$ cat src/rtl/mlpq_pkg.sv
`timescale 1ns / 1ps

package mlpq_pkg;

    // Fixed field widths of the stream channels
    localparam int OP_W          = 2;
    localparam int LEVEL_W       = 8;
    localparam int IN_PAYLOAD_W  = 32;
    localparam int STATUS_W      = 3;
    localparam int OUT_PAYLOAD_W = 32;
    localparam int OUT_LEVEL_W   = 4;

    // level and payload, filled up to whole bytes
    localparam int S_TDATA_W = 40;
    // out_payload and out_level, filled up to whole bytes
    localparam int M_TDATA_W = 40;

    typedef enum logic [OP_W-1:0] {
        OP_ENQ       = 2'd0,
        OP_DEQ_BEST  = 2'd1,
        OP_DEQ_LEVEL = 2'd2,
        OP_DEQ_MIN   = 2'd3
    } op_t;

    typedef enum logic [STATUS_W-1:0] {
        STS_ENQUEUED  = 3'd0,
        STS_DEQUEUED  = 3'd1,
        STS_EMPTY     = 3'd2,
        STS_BAD_LEVEL = 3'd3,
        STS_FULL      = 3'd4
    } status_t;

    typedef enum logic [3:0] {
        ST_IDLE   = 4'b0001,
        ST_ENQ_WR = 4'b0010,
        ST_DEQ_RD = 4'b0100,
        ST_DEQ_WR = 4'b1000
    } state_t;

endpackage

$ cat src/rtl/multilevel_priority_queue.sv
`timescale 1ns / 1ps

// Multilevel priority queue: one FIFO per level, level 0 most urgent, all
// levels sharing one pool of linked entries with a free list.
// Input channel (s_*): one transfer per command. s_tuser carries the op
// (enqueue, dequeue best, dequeue from level, dequeue at or above level),
// s_tdata carries level and payload. Output channel (m_*): exactly one
// transfer per command, in order; m_tuser carries the status, m_tdata the
// dequeued payload and the level it came from (zero when nothing popped).
// Bad level, pool full and nothing to dequeue are answered straight from
// ST_IDLE; an enqueue passes through ST_ENQ_WR and a dequeue through
// ST_DEQ_RD and then ST_DEQ_WR. No new command is taken until the
// sequencer is back in ST_IDLE.
// The dequeue cost is the chain head RAM -> pool next/payload RAM -> write
// back, each RAM having a registered read.
// Results sit in one output register; a new command is taken while it is
// empty or being taken in the same cycle, so a stalled receiver holds the
// result and blocks at most one command behind it.
// Reset (aresetn low, synchronous) empties all levels and marks the whole
// pool free. No clearing pass: untouched pool entries are handed out in
// index order from a high-water mark, so the block is ready right after
// reset.
module multilevel_priority_queue import mlpq_pkg::*; #(
    parameter int LEVELS       = 16,
    parameter int POOL_ENTRIES = 64,
    parameter int PAYLOAD_BITS = 32
) (
    input  logic                 aclk,
    input  logic                 aresetn,
    input  logic                 s_tvalid,
    output logic                 s_tready,
    input  logic [S_TDATA_W-1:0] s_tdata,   // [7:0] level, [39:8] payload
    input  logic [OP_W-1:0]      s_tuser,   // [1:0] op
    output logic                 m_tvalid,
    input  logic                 m_tready,
    output logic [M_TDATA_W-1:0] m_tdata,   // [31:0] out_payload, [35:32] out_level
    output logic [STATUS_W-1:0]  m_tuser    // [2:0] status
);

    localparam int LW = $clog2(LEVELS);
    localparam int IW = $clog2(POOL_ENTRIES);
    localparam int CW = $clog2(POOL_ENTRIES + 1);
    localparam logic [IW-1:0]      LAST_IDX    = IW'(POOL_ENTRIES - 1);
    localparam logic [CW-1:0]      POOL_COUNT  = CW'(POOL_ENTRIES);
    localparam logic [LEVEL_W:0]   LEVEL_LIMIT = (LEVEL_W + 1)'(LEVELS);

    // Control state
    state_t            state_reg, state_next;
    logic [LEVELS-1:0] nonempty_reg, nonempty_next;
    logic [IW-1:0]     free_head_reg, free_head_next;
    logic [CW-1:0]     free_count_reg, free_count_next;
    logic [CW-1:0]     fresh_reg, fresh_next;      // entries below this were handed out
    logic              m_tvalid_reg;

    // Per-command working registers
    logic [LW-1:0]           lvl_reg, lvl_next;
    logic [PAYLOAD_BITS-1:0] payload_reg, payload_next;
    logic                    enq_hit_reg, enq_hit_next;     // level already had entries
    logic                    fresh_hit_reg, fresh_hit_next; // free head never used before
    logic [IW-1:0]           head_idx_reg, head_idx_next;
    logic                    last_reg, last_next;           // popped entry was the only one

    // Result register
    status_t                  m_status_reg;
    logic [OUT_PAYLOAD_W-1:0] m_payload_reg;
    logic [OUT_LEVEL_W-1:0]   m_level_reg;

    logic                     res_load;
    status_t                  res_status;
    logic [OUT_PAYLOAD_W-1:0] res_payload;
    logic [OUT_LEVEL_W-1:0]   res_level;

    // Input fields
    op_t                     in_op;
    logic [LEVEL_W-1:0]      in_level;
    logic [IN_PAYLOAD_W-1:0] in_payload;
    logic                    in_level_ok;
    logic                    accept;

    // Level search
    logic [LEVELS-1:0] cand;
    logic              pick_found;
    logic [LW-1:0]     pick_lvl;
    logic [LW-1:0]     lvl_sel;

    // RAM ports
    logic                    head_we, tail_we, next_we, pay_we;
    logic [IW-1:0]           head_wdata, tail_wdata, next_wdata;
    logic [IW-1:0]           next_waddr, next_raddr;
    logic [IW-1:0]           head_rdata, tail_rdata, next_rdata;
    logic [PAYLOAD_BITS-1:0] pay_rdata;

    assign in_op       = op_t'(s_tuser);
    assign in_level    = s_tdata[LEVEL_W-1:0];
    assign in_payload  = s_tdata[LEVEL_W +: IN_PAYLOAD_W];
    assign in_level_ok = {1'b0, in_level} < LEVEL_LIMIT;

    assign s_tready = (state_reg == ST_IDLE) && (!m_tvalid_reg || m_tready);
    assign accept   = s_tvalid && s_tready;

    // Find the first nonempty level that the dequeue op allows
    always_comb begin
        cand = '0;
        for (int i = 0; i < LEVELS; i++) begin
            case (in_op)
                OP_DEQ_BEST:  cand[i] = nonempty_reg[i];
                OP_DEQ_LEVEL: cand[i] = nonempty_reg[i] && ((LEVEL_W + 1)'(i) == {1'b0, in_level});
                OP_DEQ_MIN:   cand[i] = nonempty_reg[i] && ((LEVEL_W + 1)'(i) >= {1'b0, in_level});
                default:      cand[i] = 1'b0;
            endcase
        end
    end

    always_comb begin
        pick_lvl = '0;
        for (int i = LEVELS - 1; i >= 0; i--) begin
            if (cand[i]) begin
                pick_lvl = LW'(i);
            end
        end
    end

    assign pick_found = |cand;
    assign lvl_sel    = (in_op == OP_ENQ) ? LW'(in_level) : pick_lvl;

    // Memories: level head and tail pointers, pool next pointers and payloads
    assign next_raddr = (state_reg == ST_DEQ_RD) ? head_rdata : free_head_reg;

    mlpq_ram #(.WIDTH(IW), .DEPTH(LEVELS)) u_head_ram (
        .aclk  (aclk),
        .we    (head_we),
        .waddr (lvl_reg),
        .wdata (head_wdata),
        .raddr (lvl_sel),
        .rdata (head_rdata)
    );

    mlpq_ram #(.WIDTH(IW), .DEPTH(LEVELS)) u_tail_ram (
        .aclk  (aclk),
        .we    (tail_we),
        .waddr (lvl_reg),
        .wdata (tail_wdata),
        .raddr (lvl_sel),
        .rdata (tail_rdata)
    );

    mlpq_ram #(.WIDTH(IW), .DEPTH(POOL_ENTRIES)) u_next_ram (
        .aclk  (aclk),
        .we    (next_we),
        .waddr (next_waddr),
        .wdata (next_wdata),
        .raddr (next_raddr),
        .rdata (next_rdata)
    );

    mlpq_ram #(.WIDTH(PAYLOAD_BITS), .DEPTH(POOL_ENTRIES)) u_payload_ram (
        .aclk  (aclk),
        .we    (pay_we),
        .waddr (free_head_reg),
        .wdata (payload_reg),
        .raddr (head_rdata),
        .rdata (pay_rdata)
    );

    // Command sequencer
    always_comb begin
        state_next      = state_reg;
        nonempty_next   = nonempty_reg;
        free_head_next  = free_head_reg;
        free_count_next = free_count_reg;
        fresh_next      = fresh_reg;
        lvl_next        = lvl_reg;
        payload_next    = payload_reg;
        enq_hit_next    = enq_hit_reg;
        fresh_hit_next  = fresh_hit_reg;
        head_idx_next   = head_idx_reg;
        last_next       = last_reg;

        head_we    = 1'b0;
        head_wdata = free_head_reg;
        tail_we    = 1'b0;
        tail_wdata = free_head_reg;
        next_we    = 1'b0;
        next_waddr = head_idx_reg;
        next_wdata = free_head_reg;
        pay_we     = 1'b0;

        res_load    = 1'b0;
        res_status  = STS_EMPTY;
        res_payload = '0;
        res_level   = '0;

        case (state_reg)
            ST_IDLE: begin
                if (accept) begin
                    case (in_op)
                        OP_ENQ: begin
                            if (!in_level_ok) begin
                                res_load   = 1'b1;
                                res_status = STS_BAD_LEVEL;
                            end else if (free_count_reg == '0) begin
                                res_load   = 1'b1;
                                res_status = STS_FULL;
                            end else begin
                                // tail and free-head next pointer are being read
                                state_next     = ST_ENQ_WR;
                                lvl_next       = LW'(in_level);
                                payload_next   = PAYLOAD_BITS'(in_payload);
                                enq_hit_next   = nonempty_reg[LW'(in_level)];
                                fresh_hit_next = (CW'(free_head_reg) == fresh_reg);
                            end
                        end
                        OP_DEQ_BEST, OP_DEQ_LEVEL, OP_DEQ_MIN: begin
                            if (pick_found) begin
                                // head and tail of the chosen level are being read
                                state_next = ST_DEQ_RD;
                                lvl_next   = pick_lvl;
                            end else begin
                                res_load   = 1'b1;
                                res_status = STS_EMPTY;
                            end
                        end
                        default: begin
                            res_load   = 1'b1;
                            res_status = STS_EMPTY;
                        end
                    endcase
                end
            end

            ST_ENQ_WR: begin
                // Store the payload at the free head and link it behind the tail
                pay_we  = 1'b1;
                tail_we = 1'b1;
                if (enq_hit_reg) begin
                    next_we    = 1'b1;
                    next_waddr = tail_rdata;
                end else begin
                    head_we               = 1'b1;
                    nonempty_next[lvl_reg] = 1'b1;
                end
                // An entry never handed out still chains to its successor
                if (fresh_hit_reg) begin
                    free_head_next = (free_head_reg == LAST_IDX) ? '0
                                                                 : free_head_reg + IW'(1);
                    fresh_next     = fresh_reg + CW'(1);
                end else begin
                    free_head_next = next_rdata;
                end
                free_count_next = free_count_reg - CW'(1);
                res_load        = 1'b1;
                res_status      = STS_ENQUEUED;
                state_next      = ST_IDLE;
            end

            ST_DEQ_RD: begin
                // Head pointer is here; fetch its next pointer and payload
                head_idx_next = head_rdata;
                last_next     = (head_rdata == tail_rdata);
                state_next    = ST_DEQ_WR;
            end

            ST_DEQ_WR: begin
                if (last_reg) begin
                    nonempty_next[lvl_reg] = 1'b0;
                end else begin
                    head_we    = 1'b1;
                    head_wdata = next_rdata;
                end
                // Push the popped entry onto the front of the free list
                next_we        = 1'b1;
                next_waddr     = head_idx_reg;
                next_wdata     = free_head_reg;
                free_head_next = head_idx_reg;
                if (free_count_reg < POOL_COUNT) begin
                    free_count_next = free_count_reg + CW'(1);
                end
                res_load    = 1'b1;
                res_status  = STS_DEQUEUED;
                res_payload = OUT_PAYLOAD_W'(pay_rdata);
                res_level   = OUT_LEVEL_W'(lvl_reg);
                state_next  = ST_IDLE;
            end

            default: begin
                state_next = ST_IDLE;
            end
        endcase
    end

    always_ff @(posedge aclk) begin
        if (!aresetn) begin
            state_reg      <= ST_IDLE;
            nonempty_reg   <= '0;
            free_head_reg  <= '0;
            free_count_reg <= POOL_COUNT;
            fresh_reg      <= '0;
        end else begin
            state_reg      <= state_next;
            nonempty_reg   <= nonempty_next;
            free_head_reg  <= free_head_next;
            free_count_reg <= free_count_next;
            fresh_reg      <= fresh_next;
        end
    end

    always_ff @(posedge aclk) begin
        lvl_reg       <= lvl_next;
        payload_reg   <= payload_next;
        enq_hit_reg   <= enq_hit_next;
        fresh_hit_reg <= fresh_hit_next;
        head_idx_reg  <= head_idx_next;
        last_reg      <= last_next;
    end

    // Output register: load a new result, else drop the one taken
    always_ff @(posedge aclk) begin
        if (!aresetn) begin
            m_tvalid_reg <= 1'b0;
        end else if (res_load) begin
            m_tvalid_reg <= 1'b1;
        end else if (m_tready) begin
            m_tvalid_reg <= 1'b0;
        end
    end

    always_ff @(posedge aclk) begin
        if (res_load) begin
            m_status_reg  <= res_status;
            m_payload_reg <= res_payload;
            m_level_reg   <= res_level;
        end
    end

    assign m_tvalid = m_tvalid_reg;
    assign m_tuser  = m_status_reg;
    assign m_tdata  = {{(M_TDATA_W - OUT_PAYLOAD_W - OUT_LEVEL_W){1'b0}},
                       m_level_reg, m_payload_reg};

`ifndef NO_ASSERTIONS
    // A multi-cycle command finishes into an empty output register
    a_result_slot_free: assert property (@(posedge aclk) disable iff (!aresetn)
        (state_reg == ST_ENQ_WR || state_reg == ST_DEQ_WR) |-> !m_tvalid_reg)
        else $error("result register busy at command completion");

    a_free_count_bound: assert property (@(posedge aclk) disable iff (!aresetn)
        free_count_reg <= POOL_COUNT)
        else $error("free count above pool size");

    // Entries in use were all handed out below the high-water mark
    a_fresh_mark: assert property (@(posedge aclk) disable iff (!aresetn)
        (POOL_COUNT - free_count_reg) <= fresh_reg)
        else $error("more entries in use than ever handed out");

    a_nonempty_uses_pool: assert property (@(posedge aclk) disable iff (!aresetn)
        (|nonempty_reg) |-> (free_count_reg != POOL_COUNT))
        else $error("nonempty level with the whole pool free");

    a_deq_follows_read: assert property (@(posedge aclk) disable iff (!aresetn)
        (state_reg == ST_DEQ_WR) |-> $past(state_reg) == ST_DEQ_RD)
        else $error("dequeue write-back without pointer read");
`endif

endmodule

$ cat src/rtl/mlpq_ram.sv
`timescale 1ns / 1ps

module mlpq_ram #(
    parameter int WIDTH = 8,
    parameter int DEPTH = 16
) (
    input  logic                     aclk,
    input  logic                     we,
    input  logic [$clog2(DEPTH)-1:0] waddr,
    input  logic [WIDTH-1:0]         wdata,
    input  logic [$clog2(DEPTH)-1:0] raddr,
    output logic [WIDTH-1:0]         rdata
);

    logic [WIDTH-1:0] mem [DEPTH];

    // One write port, one registered read port; a read of the address being
    // written returns the old word.
    always_ff @(posedge aclk) begin
        if (we) begin
            mem[waddr] <= wdata;
        end
        rdata <= mem[raddr];
    end

endmodule
$ cat config.mk
export PLATFORM = sky130hd
export DESIGN_NAME = multilevel_priority_queue
export DESIGN_NICKNAME = d
export VERILOG_FILES = /design/src/rtl/mlpq_pkg.sv /design/src/rtl/multilevel_priority_queue.sv /design/src/rtl/mlpq_ram.sv
export SDC_FILE = /design/constraint.sdc
export NUM_CORES = 2
export LEC_CHECK = 0
export BUFFER_PORTS_ARGS = -buffer_cell sky130_fd_sc_hd__buf_4
export CORE_UTILIZATION = 50
export DETAILED_ROUTE_END_ITERATION = 6
export MAX_ROUTING_LAYER = met4
export PLACE_DENSITY = 0.76
export SLEW_MARGIN = 0
export SYNTH_ARGS = -nofsm -noshare
export SYNTH_HDL_FRONTEND = slang
export SYNTH_SLANG_ARGS = --single-unit
$ cat constraint.sdc
create_clock -name aclk -period 6.5 [get_ports aclk]
set_clock_uncertainty 0.15 [all_clocks]
set_input_delay 0.65 -clock aclk [delete_from_list [all_inputs] [get_ports aclk]]
set_output_delay 0.65 -clock aclk [all_outputs]
set_load 0.01 [all_outputs]
==> flow_summary.toml <==
[run_status]
status = "finished, final reports clean"

[floorplan]
initial_core_util_pct = 50.51
rows = 170
dieArea_sq_um = 219600
die-height_microns = 468.6
die_w_microns = 468.6
core_area_sq_um = 215500
io_pins = 91

[cells_and_area]
final_nets = 5624
drive_above_1_share_pct = 25.29
area.growth.synth_to_final_pct = 12.91
largest_reg_flops = 2048
largest-register = "u_payload_ram.mem"
top_regs = "u_payload_ram.mem x2048, u_next_ram.mem x384"

[synth]
synth_top_area_share_pct = 74.71
synthFlopType = "edfxtp_1"
synth_area_per_cell_sq_um = 20.46
synthCells = 5319
yosys.area.top_type = "edfxtp_1"
synthDistinctLibCells = 84
synth_area_leaders = "edfxtp_1 (75%), mux4_2 (14%), dfxtp_1 (1.7%), a211oi_1 (1.1%), nand2_1 (0.98%)"
synth_seq_cells = 2799
synth_seq_area_share_pct = 76.39
ys_async_sr_fraction_pct = 0
synth_edf_count = 2708
ys_warn_count = 0
syn-cell-area_sq_um = 108800

[worst_setup_path]
cp-end-kind = "register"
arrival_ns = 5.47
critPathLaunch = "state_reg[1]"
crit_path_start_kind = "register"
r2r-start = "state_reg[1]"
endpoint = "u_payload_ram.mem[19][6]"
worstRegToRegCells = 5
regToRegSetupSlack_ns = 1.41
cp_data_required_time_ns = 6.88
critPathMaxFanout = 25
r2r-end = "u_payload_ram.mem[19][6]"
critPathKind = "reg2reg"

[clock_network]
cts_setup_buffers = 0
clock-sinks = 2799
cts_root_buf = "clkbuf_16"
clockBufferDepth = 4
clk_latency_ns = 0.95
cts_resized = 0
holdBufCountCts = 34
clkTransAtPathRegs_ns = 0.06
cts_tree = "yes"
cts_buffers = 288
htreeDepth = 5

[routing]
drc = 0
first_iter_violations = 7297
route.vias.total = 56270
wl_per_cell_microns = 32.27
final_antenna_net_count = 0
totalWireLength_mm = 277.7
vias_per_cell = 6.538
drt-pass1-iter-count = 5

[power_and_ir_drop]
powerDensity_nw_per_um2 = 303.9
seq_power_share_pct = 52.6
swShare_pct = 20.83
p_int_mw = 29.57
switching_power_mw = 7.778
p_leak_nw = 38.41
combinationalPowerShare_pct = 5.3
clkPwrFrac_pct = 42.0
vdd_drop_max_mv = 0.2515

[sta]
final-setup-viol-count = 0
slew_headroom_pct = 10.42
fin_setup_tns_ns = 0
fin_crit_ns = 5.086
min_period_over_period_pct = 78.25
maxSlewViolCount = 0
whs_ns = 0.1346
worstMarginPinSlew_ns = 1.340
max_freq_mhz = 196.6
rsz0062_at_grt = "false"
hold_viol_final = 0

[global_routing]
grtUsageTotal_pct = 26.13
overflow = 0
grt_max_degree = 193
antenna_found_initial = 8
grt_pass1_vias = 57330
grt_pass1_wl_mm = 399.1

[placement]
io_buffer_count = 86
gp_congestion = 0.9229
hpwlAfterDp_mm = 152.1

[worst_hold_path]
worstHoldPathType = "in2reg"

[flow_run]
maxCapViolCount = 0
[layout by cell type (no fill, tap or decap), types with 17 or more instances in the layout]
master / instances
a211oi_1: 154
a21oi_1: 58
a311oi_1: 48
a31oi_1: 67
and2_1: 142
buf_4: 239
clkbuf_1: 59
clkbuf_16: 295
clkinv_1: 44
clkinv_2: 41
dfxtp_1: 79
dlygate4sd3_1: 34
edfxtp_1: 2708
inv_1: 26
mux2i_1: 28
mux4_2: 671
nand2_1: 285
nand3_1: 32
nor2_1: 153
nor2_4: 66
nor2b_1: 17
nor3_1: 20
o21ai_0: 53
o221ai_1: 19
o22ai_1: 20
o31a_1: 18
[worst min-delay path by stage]
stage / start / end / slack [ns] / cells past startpoint
final: s_tdata[3] / lvl_reg[3] / 0.13 / 3
after global routing: s_tdata[3] / lvl_reg[3] / 0.13 / 3
after CTS: s_tdata[3] / lvl_reg[3] / 0.08 / 3
after detailed placement: u_payload_ram.rdata[22] / m_payload_reg[22] / 0.34 / 1
after global placement: u_payload_ram.rdata[12] / m_payload_reg[12] / 0.34 / 1
after floorplan: u_head_ram.rdata[0] / head_idx_reg[0] / 0.26 / 0
[final cells by class]
class	instances	area [sq um]
Fill cell	15000	92580
Sequential cell	2799	83170
Multi-Input combinational cell	2166	24890
Clock buffer	364	7741
Tap cell	2838	3551
Timing Repair Buffer	287	2402
Clock inverter	120	1012
Inverter	28	110.1
Antenna cell	5	12.51
[synthesized netlist by cell type, types with 12 or more instances]
cell type  number
and2_1        142
a211oi_1      154
mux2i_1        33
o22ai_1        20
mux4_2        671
a31oi_1        67
buf_1          72
o31ai_1        16
buf_2          14
nand3_1        32
inv_1          26
edfxtp_1     2708
o221ai_1       19
nor3_1         20
o21ai_0        54
nand2_1       285
o31a_1         18
nor2_1        220
o311a_1        16
o22a_1         12
mux2_2         15
o21bai_1       16
nor2b_1        17
clkbuf_1      233
a311oi_1       48
dfxtp_1        91
xor2_1         14
a21oi_1        59
[metrics by stage]
step	instance area, sq um	power, mW	cells	util (%)	setup slack [ns]
3_3_place_gp	113800	21.96	8083	52.80	1.355
5_1_grt	122900	38.23	8607	57.03	1.476
2_1_floorplan	108900	21.33	5322	-	2.472
3_5_place_dp	113800	21.97	8083	52.80	1.357
4_1_cts	122900	37.49	8601	57.03	1.712
6_report	122900	37.35	8607	57.03	1.414
[cell families (layout without fill, tap and decap cells)]
group / Yosys count / in the layout / share of synthesized area [%]
compound gates: 608 / 608 / 4.142
xor+xnor: 25 / 25 / 0.2012
fa+ha+maj: 8 / 8 / 0.09886
buf+inv: 357 / 799 / 1.304
flops: 2799 / 2799 / 76.39
mux: 719 / 719 / 14.34
other cells: 1 / 9 / 0.003445
simple gates: 802 / 802 / 3.521
[metal layers]
metal / part of all wire, % / vias up / wire length, microns / track usage [%]
met5: 0 / - / 0 / -
met4: 3.3 / 0 / 9030 / 8.460
met3: 9.7 / 625 / 27000 / 5.051
met2: 50 / 3722 / 139100 / 42.22
met1: 37 / 29290 / 102600 / 33.54
li1: - / 22640 / - / -
[critical path, cell delays in order (launching register included)]
cell and delay [ns]:
dfxtp_1 0.45, or4b_2 1.00, nor2_1 0.66, nand3_1 0.96, nor2_4 0.95, buf_4 0.50
[power by group through the flow]
stage	sequential [mW]	clock (mW)	combinational, mW
floorplan	20.0	0	1.35
global placement	20.0	0	1.91
detailed placement	20.0	0	1.92
CTS	19.7	15.8	1.98
global route	19.7	16.5	2.07
finish	19.7	15.7	1.98
Power figures use the tool's default switching activity.
